<file path="config.mk">
export PLATFORM = sky130hd
export DESIGN_NAME = trimmed_mean_of_samples_top
export DESIGN_NICKNAME = d
export VERILOG_FILES = /design/src/hw/rtl/tmos_pkg.sv /design/src/hw/rtl/trimmed_mean_of_samples_top.sv
export SDC_FILE = /design/constraint.sdc
export NUM_CORES = 1
export LEC_CHECK = 0
export ABC_AREA = 1
export ABC_CLOCK_PERIOD_IN_PS = 7150
export BUFFER_PORTS_ARGS = -buffer_cell sky130_fd_sc_hd__buf_4
export CORE_MARGIN = 10
export CORE_UTILIZATION = 35
export CTS_CLUSTER_DIAMETER = 200
export CTS_CLUSTER_SIZE = 24
export DETAILED_ROUTE_END_ITERATION = 16
export PLACE_DENSITY_LB_ADDON = 0.1
export SLEW_MARGIN = 5
export SYNTH_ARGS = -nofsm -noshare
export SYNTH_HDL_FRONTEND = slang
export SYNTH_SLANG_ARGS = --single-unit
</file>
<file path="constraint.sdc">
create_clock -name clk_i -period 7.15 [get_ports clk_i]
set_clock_uncertainty 0.2 [all_clocks]
set_input_delay 0.715 -clock clk_i [delete_from_list [all_inputs] [get_ports clk_i]]
set_output_delay 0.715 -clock clk_i [all_outputs]
set_load 0.1 [all_outputs]
</file>
<file path="src/hw/rtl/tmos_pkg.sv">
`timescale 1ns / 1ps
`default_nettype none

package tmos_pkg;

  localparam int MAX_READINGS = 16;
  localparam int DATA_W       = 32;
  localparam int FRAC_W       = 8;
  localparam int MEAN_W       = 40;
  localparam int KEPT_W       = 5;

  localparam int IDX_W = (MAX_READINGS > 1) ? $clog2(MAX_READINGS) : 1;
  localparam int CNT_W = $clog2(MAX_READINGS + 1);
  // sum of up to MAX_READINGS signed readings, with headroom for the sign
  localparam int ACC_W = DATA_W + $clog2(MAX_READINGS) + 1;
  localparam int DVD_W = ACC_W + FRAC_W;
  localparam int DCNT_W = $clog2(DVD_W);

  typedef struct packed {
    logic signed [DATA_W-1:0] sample;
    logic                     last_sample;
  } tmos_in_t;

  typedef struct packed {
    logic signed [MEAN_W-1:0] mean_value;
    logic [KEPT_W-1:0]        kept_count;
    logic                     overflowed;
  } tmos_out_t;

  // microcode
  localparam int PC_W = 4;

  typedef enum logic [3:0] {
    OP_IDLE,
    OP_SETUP,
    OP_SCAN_INIT,
    OP_SCAN,
    OP_MARK,
    OP_SUM_INIT,
    OP_SUM,
    OP_DIV_INIT,
    OP_DIV,
    OP_EMIT
  } tmos_op_e;

  typedef enum logic [2:0] {
    C_NEVER,
    C_ALWAYS,
    C_WAIT,
    C_KZERO,
    C_IDX_MORE,
    C_PICKS_MORE,
    C_DIV_MORE
  } tmos_cond_e;

  typedef struct packed {
    tmos_op_e         op;
    tmos_cond_e       cond;
    logic [PC_W-1:0]  target;
  } tmos_uword_t;

  localparam logic [PC_W-1:0] PC_IDLE      = PC_W'(0);
  localparam logic [PC_W-1:0] PC_SETUP     = PC_W'(1);
  localparam logic [PC_W-1:0] PC_SCAN_INIT = PC_W'(2);
  localparam logic [PC_W-1:0] PC_SCAN      = PC_W'(3);
  localparam logic [PC_W-1:0] PC_MARK      = PC_W'(4);
  localparam logic [PC_W-1:0] PC_SUM_INIT  = PC_W'(5);
  localparam logic [PC_W-1:0] PC_SUM       = PC_W'(6);
  localparam logic [PC_W-1:0] PC_DIV_INIT  = PC_W'(7);
  localparam logic [PC_W-1:0] PC_DIV       = PC_W'(8);
  localparam logic [PC_W-1:0] PC_EMIT      = PC_W'(9);

  // Control store: jump to target when cond holds, else fall through.
  function automatic tmos_uword_t tmos_ucode(logic [PC_W-1:0] pc);
    tmos_uword_t uw;
    case (pc)
      PC_IDLE:      uw = '{op: OP_IDLE,      cond: C_WAIT,       target: PC_IDLE};
      PC_SETUP:     uw = '{op: OP_SETUP,     cond: C_KZERO,      target: PC_SUM_INIT};
      PC_SCAN_INIT: uw = '{op: OP_SCAN_INIT, cond: C_NEVER,      target: PC_IDLE};
      PC_SCAN:      uw = '{op: OP_SCAN,      cond: C_IDX_MORE,   target: PC_SCAN};
      PC_MARK:      uw = '{op: OP_MARK,      cond: C_PICKS_MORE, target: PC_SCAN_INIT};
      PC_SUM_INIT:  uw = '{op: OP_SUM_INIT,  cond: C_NEVER,      target: PC_IDLE};
      PC_SUM:       uw = '{op: OP_SUM,       cond: C_IDX_MORE,   target: PC_SUM};
      PC_DIV_INIT:  uw = '{op: OP_DIV_INIT,  cond: C_NEVER,      target: PC_IDLE};
      PC_DIV:       uw = '{op: OP_DIV,       cond: C_DIV_MORE,   target: PC_DIV};
      PC_EMIT:      uw = '{op: OP_EMIT,      cond: C_ALWAYS,     target: PC_IDLE};
      default:      uw = '{op: OP_IDLE,      cond: C_ALWAYS,     target: PC_IDLE};
    endcase
    return uw;
  endfunction

endpackage

`default_nettype wire

</file>
<file path="src/hw/rtl/trimmed_mean_of_samples_top.sv">
`timescale 1ns / 1ps
`default_nettype none

// Trimmed mean of a burst of signed 32-bit readings. Each transaction (start
// high while busy is low) loads one reading in a single cycle; up to
// MAX_READINGS are kept and later ones are dropped and flagged. The transaction
// with last_sample set starts the burst evaluation: a small microcoded
// sequencer drops the floor(n/4) largest and floor(n/4) smallest of the n
// stored readings by walking the store once per pick, sums the rest and
// runs a one-bit-per-cycle divider on a DVD_W (45) bit dividend. busy stays
// high from the cycle after the last transaction until done_o rises.
// The result is on result_o while done_o is high for exactly one cycle and
// must be captured then, since the receiver cannot stall the block.
module trimmed_mean_of_samples_top
  import tmos_pkg::*;
(
  input  wire logic      clk_i,
  input  wire logic      rst_ni,
  input  wire logic      start,
  input  wire tmos_in_t  item_i,
  output logic           busy,
  output logic           done_o,
  output tmos_out_t      result_o
);

  tmos_uword_t uw;

  logic [PC_W-1:0]  pc_q, pc_d;
  logic [CNT_W-1:0] cnt_q, cnt_d;
  logic             dropped_q, dropped_d;
  logic [MAX_READINGS-1:0] excl_q, excl_d;
  logic             done_q, done_d;

  logic [DATA_W-1:0] store_q [MAX_READINGS];

  logic [IDX_W-1:0]         idx_q, idx_d;
  logic [CNT_W-1:0]         pick_q, pick_d;
  logic                     found_q, found_d;
  logic signed [DATA_W-1:0] best_q, best_d;
  logic [IDX_W-1:0]         at_q, at_d;
  logic signed [ACC_W-1:0]  acc_q, acc_d;
  logic [CNT_W-1:0]         kept_q, kept_d;
  logic                     neg_q, neg_d;
  logic [DVD_W-1:0]         quo_q, quo_d;
  logic [CNT_W-1:0]         rem_q, rem_d;
  logic [DCNT_W-1:0]        dcnt_q, dcnt_d;
  tmos_out_t                res_q, res_d;

  logic                     accept;
  logic                     jump;
  logic [CNT_W-1:0]         k_w, two_k;
  logic [CNT_W-1:0]         idx_nxt;
  logic signed [DATA_W-1:0] rd;
  logic                     rd_excl;
  logic                     want_max, better;
  logic [ACC_W-1:0]         mag;
  logic [CNT_W:0]           trial;
  logic                     ge;
  logic [DVD_W-1:0]         quo_signed;

  assign uw     = tmos_ucode(pc_q);
  assign busy   = (pc_q != PC_IDLE);
  assign accept = start && !busy;

  assign k_w     = cnt_q >> 2;
  assign two_k   = k_w << 1;
  assign idx_nxt = CNT_W'(idx_q) + CNT_W'(1);
  assign rd      = signed'(store_q[idx_q]);
  assign rd_excl = excl_q[idx_q];

  assign want_max = (pick_q < k_w);
  assign better   = want_max ? (rd > best_q) : (rd < best_q);

  assign mag        = acc_q[ACC_W-1] ? ACC_W'(-acc_q) : ACC_W'(acc_q);
  assign trial      = {rem_q, quo_q[DVD_W-1]};
  assign ge         = (trial >= {1'b0, kept_q});
  assign quo_signed = neg_q ? (~quo_q + DVD_W'(1)) : quo_q;

  always_comb begin
    case (uw.cond)
      C_NEVER:      jump = 1'b0;
      C_ALWAYS:     jump = 1'b1;
      C_WAIT:       jump = !(accept && item_i.last_sample);
      C_KZERO:      jump = (k_w == '0);
      C_IDX_MORE:   jump = (idx_nxt < cnt_q);
      C_PICKS_MORE: jump = ((pick_q + CNT_W'(1)) < two_k);
      C_DIV_MORE:   jump = (dcnt_q != '0);
      default:      jump = 1'b1;
    endcase
    pc_d = jump ? uw.target : (pc_q + PC_W'(1));
  end

  always_comb begin
    cnt_d     = cnt_q;
    dropped_d = dropped_q;
    excl_d    = excl_q;
    done_d    = 1'b0;
    idx_d     = idx_q;
    pick_d    = pick_q;
    found_d   = found_q;
    best_d    = best_q;
    at_d      = at_q;
    acc_d     = acc_q;
    kept_d    = kept_q;
    neg_d     = neg_q;
    quo_d     = quo_q;
    rem_d     = rem_q;
    dcnt_d    = dcnt_q;
    res_d     = res_q;

    case (uw.op)
      OP_IDLE: begin
        if (accept) begin
          if (cnt_q < CNT_W'(MAX_READINGS)) begin
            cnt_d = cnt_q + CNT_W'(1);
          end else begin
            dropped_d = 1'b1;
          end
        end
      end
      OP_SETUP: begin
        excl_d = '0;
        pick_d = '0;
      end
      OP_SCAN_INIT: begin
        idx_d   = '0;
        found_d = 1'b0;
      end
      OP_SCAN: begin
        if (!rd_excl && (!found_q || better)) begin
          found_d = 1'b1;
          best_d  = rd;
          at_d    = idx_q;
        end
        idx_d = idx_q + IDX_W'(1);
      end
      OP_MARK: begin
        excl_d[at_q] = 1'b1;
        pick_d       = pick_q + CNT_W'(1);
      end
      OP_SUM_INIT: begin
        idx_d  = '0;
        acc_d  = '0;
        kept_d = '0;
      end
      OP_SUM: begin
        if (!rd_excl) begin
          acc_d  = acc_q + ACC_W'(rd);
          kept_d = kept_q + CNT_W'(1);
        end
        idx_d = idx_q + IDX_W'(1);
      end
      OP_DIV_INIT: begin
        neg_d  = acc_q[ACC_W-1];
        quo_d  = {mag, FRAC_W'(0)};
        rem_d  = '0;
        dcnt_d = DCNT_W'(DVD_W - 1);
      end
      OP_DIV: begin
        // restoring division, one quotient bit per cycle
        rem_d  = ge ? CNT_W'(trial - {1'b0, kept_q}) : CNT_W'(trial);
        quo_d  = {quo_q[DVD_W-2:0], ge};
        dcnt_d = dcnt_q - DCNT_W'(1);
      end
      OP_EMIT: begin
        res_d.mean_value = signed'(quo_signed[MEAN_W-1:0]);
        res_d.kept_count = KEPT_W'(kept_q);
        res_d.overflowed = dropped_q;
        done_d           = 1'b1;
        cnt_d            = '0;
        dropped_d        = 1'b0;
      end
      default: begin
        done_d = 1'b0;
      end
    endcase
  end

  always_ff @(posedge clk_i or negedge rst_ni) begin
    if (!rst_ni) begin
      pc_q      <= PC_IDLE;
      cnt_q     <= '0;
      dropped_q <= 1'b0;
      excl_q    <= '0;
      done_q    <= 1'b0;
    end else begin
      pc_q      <= pc_d;
      cnt_q     <= cnt_d;
      dropped_q <= dropped_d;
      excl_q    <= excl_d;
      done_q    <= done_d;
    end
  end

  always_ff @(posedge clk_i) begin
    if (accept && (cnt_q < CNT_W'(MAX_READINGS))) begin
      store_q[cnt_q[IDX_W-1:0]] <= item_i.sample;
    end
    idx_q   <= idx_d;
    pick_q  <= pick_d;
    found_q <= found_d;
    best_q  <= best_d;
    at_q    <= at_d;
    acc_q   <= acc_d;
    kept_q  <= kept_d;
    neg_q   <= neg_d;
    quo_q   <= quo_d;
    rem_q   <= rem_d;
    dcnt_q  <= dcnt_d;
    res_q   <= res_d;
  end

  assign done_o   = done_q;
  assign result_o = res_q;

  a_done_single: assert property (@(posedge clk_i) disable iff (!rst_ni)
    done_o |=> !done_o)
    else $error("result strobe held longer than one cycle");

  a_done_kept: assert property (@(posedge clk_i) disable iff (!rst_ni)
    done_o |-> (result_o.kept_count != '0) && !busy)
    else $error("result with no kept readings or while busy");

  a_drop_full: assert property (@(posedge clk_i) disable iff (!rst_ni)
    dropped_q |-> (cnt_q == CNT_W'(MAX_READINGS)))
    else $error("reading dropped while store not full");

  a_mark_found: assert property (@(posedge clk_i) disable iff (!rst_ni)
    (uw.op == OP_MARK) |-> found_q)
    else $error("exclusion without a candidate");

  a_excl_count: assert property (@(posedge clk_i) disable iff (!rst_ni)
    (uw.op == OP_EMIT) |-> ($countones(excl_q) == int'(two_k)))
    else $error("wrong number of excluded readings");

endmodule

`default_nettype wire

</file>
Yosys cells after proc, flatten, opt, wreduce, memory -nomap -nowiden
Memory sizes are Yosys's and may differ from the RTL's. A register that Yosys moved wholly into a read port is not among the register bits.
Cells that the tools add are included.
{ "totals": {"mem_bits_rw": 512, "output_inout_bits": 48, "n_memories": 2, "word_cells": 123, "input_bits": 36, "regBits": 218, "romBits": 176} }
{ "mem_list": {"columns": ["memory", "depth", "word_bits", "rd", "rd_ports_with_merged_regs", "wr", "line_no", "text"], "rows": [
  ["store_q", 16, 32, 1, 1, 1, "trimmed_mean_of_samples_top.sv:34", "logic [DATA_W-1:0] store_q [MAX_READINGS];"],
  ["(no name shown)", 16, 11, 1, 0, 0, "tmos_pkg.sv:76", "case (pc)"]
]} }
{ "op_classes": {"add_sub_neg": 11, "magnitude_cmp": 10, "bitwise": 2, "n_reduce_logical": 28, "eq_ne": 19, "mux": 32} }
{ "op_table": {"columns": ["operator", "count"], "rows": [
  ["$pmux W45 S2", 1],
  ["$mux W37", 2],
  ["$pmux W37 S2", 1],
  ["$add A40 B1 Y40 const B", 1],
  ["$mux W40", 1],
  ["$not A40 Y40", 1],
  ["$pmux W5 S2", 4],
  ["$add A37 B32 Y37", 1],
  ["$neg A37 Y37", 1],
  ["$gt A32 B32 Y1", 1],
  ["$lt A32 B32 Y1", 1],
  ["$pmux W16 S2", 1],
  ["$mux W5", 4],
  ["$eq A4 B3 Y1 const B", 4],
  ["$or A16 B16 Y16", 1],
  ["$add A5 B1 Y5 const B", 3],
  ["$pmux W6 S2", 1],
  ["$reduce_bool A2 Y1", 6],
  ["$lt A4 B5 Y1 const B", 2],
  ["$ne A2 B2 Y1 const B", 5],
  ["$eq A3 B3 Y1 const B", 3],
  ["$mux W1", 9],
  ["$add A4 B1 Y4 const B", 2],
  ["$eq A4 B2 Y1 const B", 2],
  ["other kinds (29)", 44]
]} }

Depth between registers and ports, before layout
{ "logic_depth": {"ltp_word": 7, "depth_mapped": 26, "depth_no_buf": 23} }

Worst setup path before layout
No wires, ideal clock.
{ "synth_timing": {"kind": "register to register", "start": "register pc_q[2]", "end": "register dcnt_q[0] (enable)", "stages_incl_launch_ff": 3, "setup_time_ps": 547, "t_arrival_ps": 4588, "setup_slack_ps": 1815, "period_less_slack_ps": 5335, "path_cell_list": "dfrtp_1 nand3_1 o21ai_0"} }
{ "synth_between": {"elab_chain_len": 3, "word_cells_on_any_way": 4, "classes_between": "eq/ne: 2; reduce/logical: 1; memory: 1"} }
{ "synth_lines": {"columns": ["element", "line_no", "text"], "rows": [
  ["start, declared", "trimmed_mean_of_samples_top.sv:28", "logic [PC_W-1:0] pc_q, pc_d;"],
  ["start signal, assigned", "trimmed_mean_of_samples_top.sv:187", "pc_q <= pc_d;"],
  ["$mem_v2 Z16 W11 *", null, null],
  ["$eq A4 B4 Y1 or $eq A4 B3 Y1 (tied branches)", "trimmed_mean_of_samples_top.sv:111", "case (uw.op)"],
  ["$reduce_bool A2 Y1 (no source line) *", null, null],
  ["end signal, assigned", "trimmed_mean_of_samples_top.sv:209", "dcnt_q <= dcnt_d;"],
  ["end, declared", "trimmed_mean_of_samples_top.sv:46", "logic [DCNT_W-1:0] dcnt_q, dcnt_d;"]
]} }
Mark *: on every way between the ends. The rest lies on a longest branch, timed or not.
A chain may end at the register's enable or synchronous reset.

==> impl_metrics.py <==
metrics = {
    "run_status": {
        "status": "complete, no violations",
    },
    "worst_setup_path": {
        "cp_data_required_time_ps": 7230,
        "reg2regPathDepth": 17,
        "r2r-end": "best_q[17]",
        "start_kind": "flop",
        "rrSetupSlack_ps": 1910,
        "crit_fanout": 94,
        "criticalPathCategory": "reg -> reg",
        "cp-end-kind": "flop",
        "worst_ep_arrival_time_ps": 5320,
    },
    "detailed_routing": {
        "drtIter0Drc": 1631,
        "post_drt_via_cell_ratio": 5.267,
        "postRouteAntennaNets": 0,
        "firstDrtPassIters": 5,
        "wl_per_cell_um": 21.60,
        "route.detailed.drc": 0,
        "vias": 23063,
        "routed_wl_um": 94570,
    },
    "logic_synthesis": {
        "synthesis.area_mm2": 0.03396,
        "seq_area_frac_synth": 0.6438,
        "async_flop_share": 0.03678,
        "syn_avg_cell_area_um2": 11.09,
        "netlist-cell-type-count": 52,
        "ys_ff_latch": 734,
        "synth_top_flop_cell": "edfxtp_1",
        "synth_edf_count": 703,
        "syn_nets": 3196,
        "yosysWarningCount": 0,
        "synth_cells": 3062,
    },
    "floorplan": {
        "die-height_um": 331.5,
        "die_x_um": 331.5,
        "rows": 114,
        "fp.coreArea_mm2": 0.09642,
        "dieArea_mm2": 0.1099,
        "pin_count": 84,
        "start_util": 0.3522,
    },
    "final_layout": {
        "fin_util": 0.3851,
        "final_nets": 3230,
        "stdcell_area_mm2": 0.03714,
        "syn_to_final_growth_pct": 9.351,
        "diodes": 0,
        "drive_gt1_frac": 0.07573,
    },
    "clock_network": {
        "cts_hold_buf": 1,
        "clk_latency_ps": 620,
        "numCtsBuffers": 36,
        "ctsResizeCount": 0,
        "cts.sinks": 734,
        "clk_path_buf_depth": 3,
        "path_clk_slew_ps": 100,
        "cts_tree": "built",
        "cts_max_level": 2,
        "cts_setup_buffers": 0,
        "cts_root_buf": "clkbuf_16",
    },
    "sta": {
        "worst_slew_pin_slew_ps": 1160,
        "rsz0062_at_grt": "no",
        "fmax_ghz": 0.1910,
        "fin_ws_ps": 1913,
        "max_slew_margin": 0.2265,
        "setup-tns-final_ps": 0,
        "finalMaxSlewViolations": 0,
        "finalHoldViolCount": 0,
        "setup_viol": 0,
        "post-route-min-period_ps": 5237,
        "period_share": 0.7324,
    },
    "grt": {
        "antenna_found_initial": 1,
        "grt_max_degree": 197,
        "grt_pass1_vias": 23141,
        "grt_use_total": 0.1659,
        "overflow": 0,
        "grt_first_pass_wirelength_um": 143500,
    },
    "placed_design": {
        "io_buffers": 83,
        "place_worst_setup_slack_ps": 1872,
        "place_area_mm2": 0.03613,
        "dpl.hpwl_um": 58620,
        "place_congestion": 0.8915,
    },
    "worst_hold_path": {
        "hp-class": "in -> reg",
        "min_to": "store_q[10][20]",
        "min_path_cells": 1,
        "min_from": "item_i[21]",
    },
    "pwr": {
        "power_leakage_nw": 12.94,
        "fin_total_pwr_mw": 15.02,
        "power_density_mw_per_mm2": 404.3,
        "ir_drop_mv": 0.2450,
    },
    "flow_run": {
        "cap_violations": 0,
    },
}
[power by group]
group          internal, mW  switching (mW)
clock                 0.959            1.35
sequential             5.26           0.433
combinational          2.05            4.95
[synthesized netlist by cell type, types with 6 or more instances]
master    number  area [um2]
a21oi_1      133       665.6
xor2_1        54       473.0
buf_2         42       210.2
inv_2          6       22.52
o221ai_1      99       867.1
dfrtp_1       27       675.7
ha_1          96        1201
nand2_1      343        1287
inv_1        219       822.0
nor3_1        25       125.1
clkbuf_1      80       300.3
nor2_1       495        1858
nand3b_1       7       52.55
nor3_2         8       80.08
nor2_2        10       62.56
o22ai_1       30       187.7
xnor2_1       17       148.9
nor4_1        11       68.82
a21o_1         9       67.56
o21a_1        11       82.58
o211ai_1      34       255.2
edfxtp_1     703       21110
o21ai_1       10       50.05
a31oi_1        9       56.30
nand3_1      127       635.6
o21ai_0      376        1882
nand4_1       20       125.1
[flip-flops by register name, indices dropped and copies added (netlist names), 5 cells and up, named ones only]
name and count:
excl_q 16, quo_q 45, best_q 32, acc_q 37, rem_q 5, cnt_q 5, result_o 46, pick_q 5
kept_q 5, store_q 512, dcnt_q 6
[worst max-delay path, cell delays in order (launching register included)]
cell      delay (ps)
dfxtp_4          800
inv_6            410
o21ai_0          280
o22ai_1          110
o211ai_1         270
nand2_1          320
ha_1             490
nand2_1          100
nor2_1           190
nor3b_1          330
nor2b_1          180
nand2_1          100
nand3_1           80
nand3_1          100
nand3_1          110
nand2_1           70
inv_1            240
buf_4            420
[stage by stage]
step	hold slack, ps	std cells
global route	185.6	4379
detailed placement	267.8	4333
CTS	154.2	4379
floorplan	219.4	3062
global placement	245.0	4333
finish	200.2	4379
[worst max-delay path by stage]
stage | start | endpoint | slack [ps] | cells past startpoint
finish | flop | best_q[17] | 1910 | 17
global route | flop | best_q[25] | 1400 | 17
CTS | flop | acc_q[26] | 1880 | 16
detailed placement | flop | acc_q[26] | 1870 | 16
global placement | flop | acc_q[26] | 1950 | 16
floorplan | pc_q[2] | dcnt_q[0] | 1810 | 2
[logic make-up (layout without fill, tap and decap cells)]
| family | Yosys count | in the layout | share of synthesized area |
|---|---|---|---|
| compound gates | 732 | 732 | 0.1263 |
| xor+xnor | 71 | 71 | 0.01831 |
| fa+ha+maj | 98 | 98 | 0.03655 |
| buf+inv | 357 | 398 | 0.04189 |
| flops | 734 | 734 | 0.6438 |
| mux | 4 | 4 | 0.001179 |
| simple gates | 1066 | 1066 | 0.1319 |
[layout make-up]
cell class | instances | area (um2)
repair buffers | 126 | 973.4
inverters | 227 | 858.3
clock buffers | 42 | 944.7
well taps | 1276 | 1597
multi-input cells | 1971 | 10830
clock inverters | 3 | 51.30
flip-flops and latches | 734 | 21880
fillers | 9384 | 59290
[routing by layer]
| layer | track usage | vias up | share of wire |
|---|---|---|---|
| li1 | - | 11022 | - |
| met1 | 0.2215 | 11500 | 0.46 |
| met2 | 0.2856 | 437 | 0.48 |
| met3 | 0.01815 | 102 | 0.034 |
| met4 | 0.03961 | 2 | 0.021 |
| met5 | 0 | - | 0.00012 |
[placed cells by master (no fill, tap or decap), types with 37 or more instances in the layout]
| cell | instances |
|---|---|
| a21oi_1 | 133 |
| buf_4 | 123 |
| clkbuf_16 | 37 |
| edfxtp_1 | 703 |
| ha_1 | 96 |
| inv_1 | 219 |
| nand2_1 | 343 |
| nand3_1 | 127 |
| nor2_1 | 478 |
| o21ai_0 | 374 |
| o221ai_1 | 99 |
| xor2_1 | 54 |
Power figures use the tool's default switching activity.
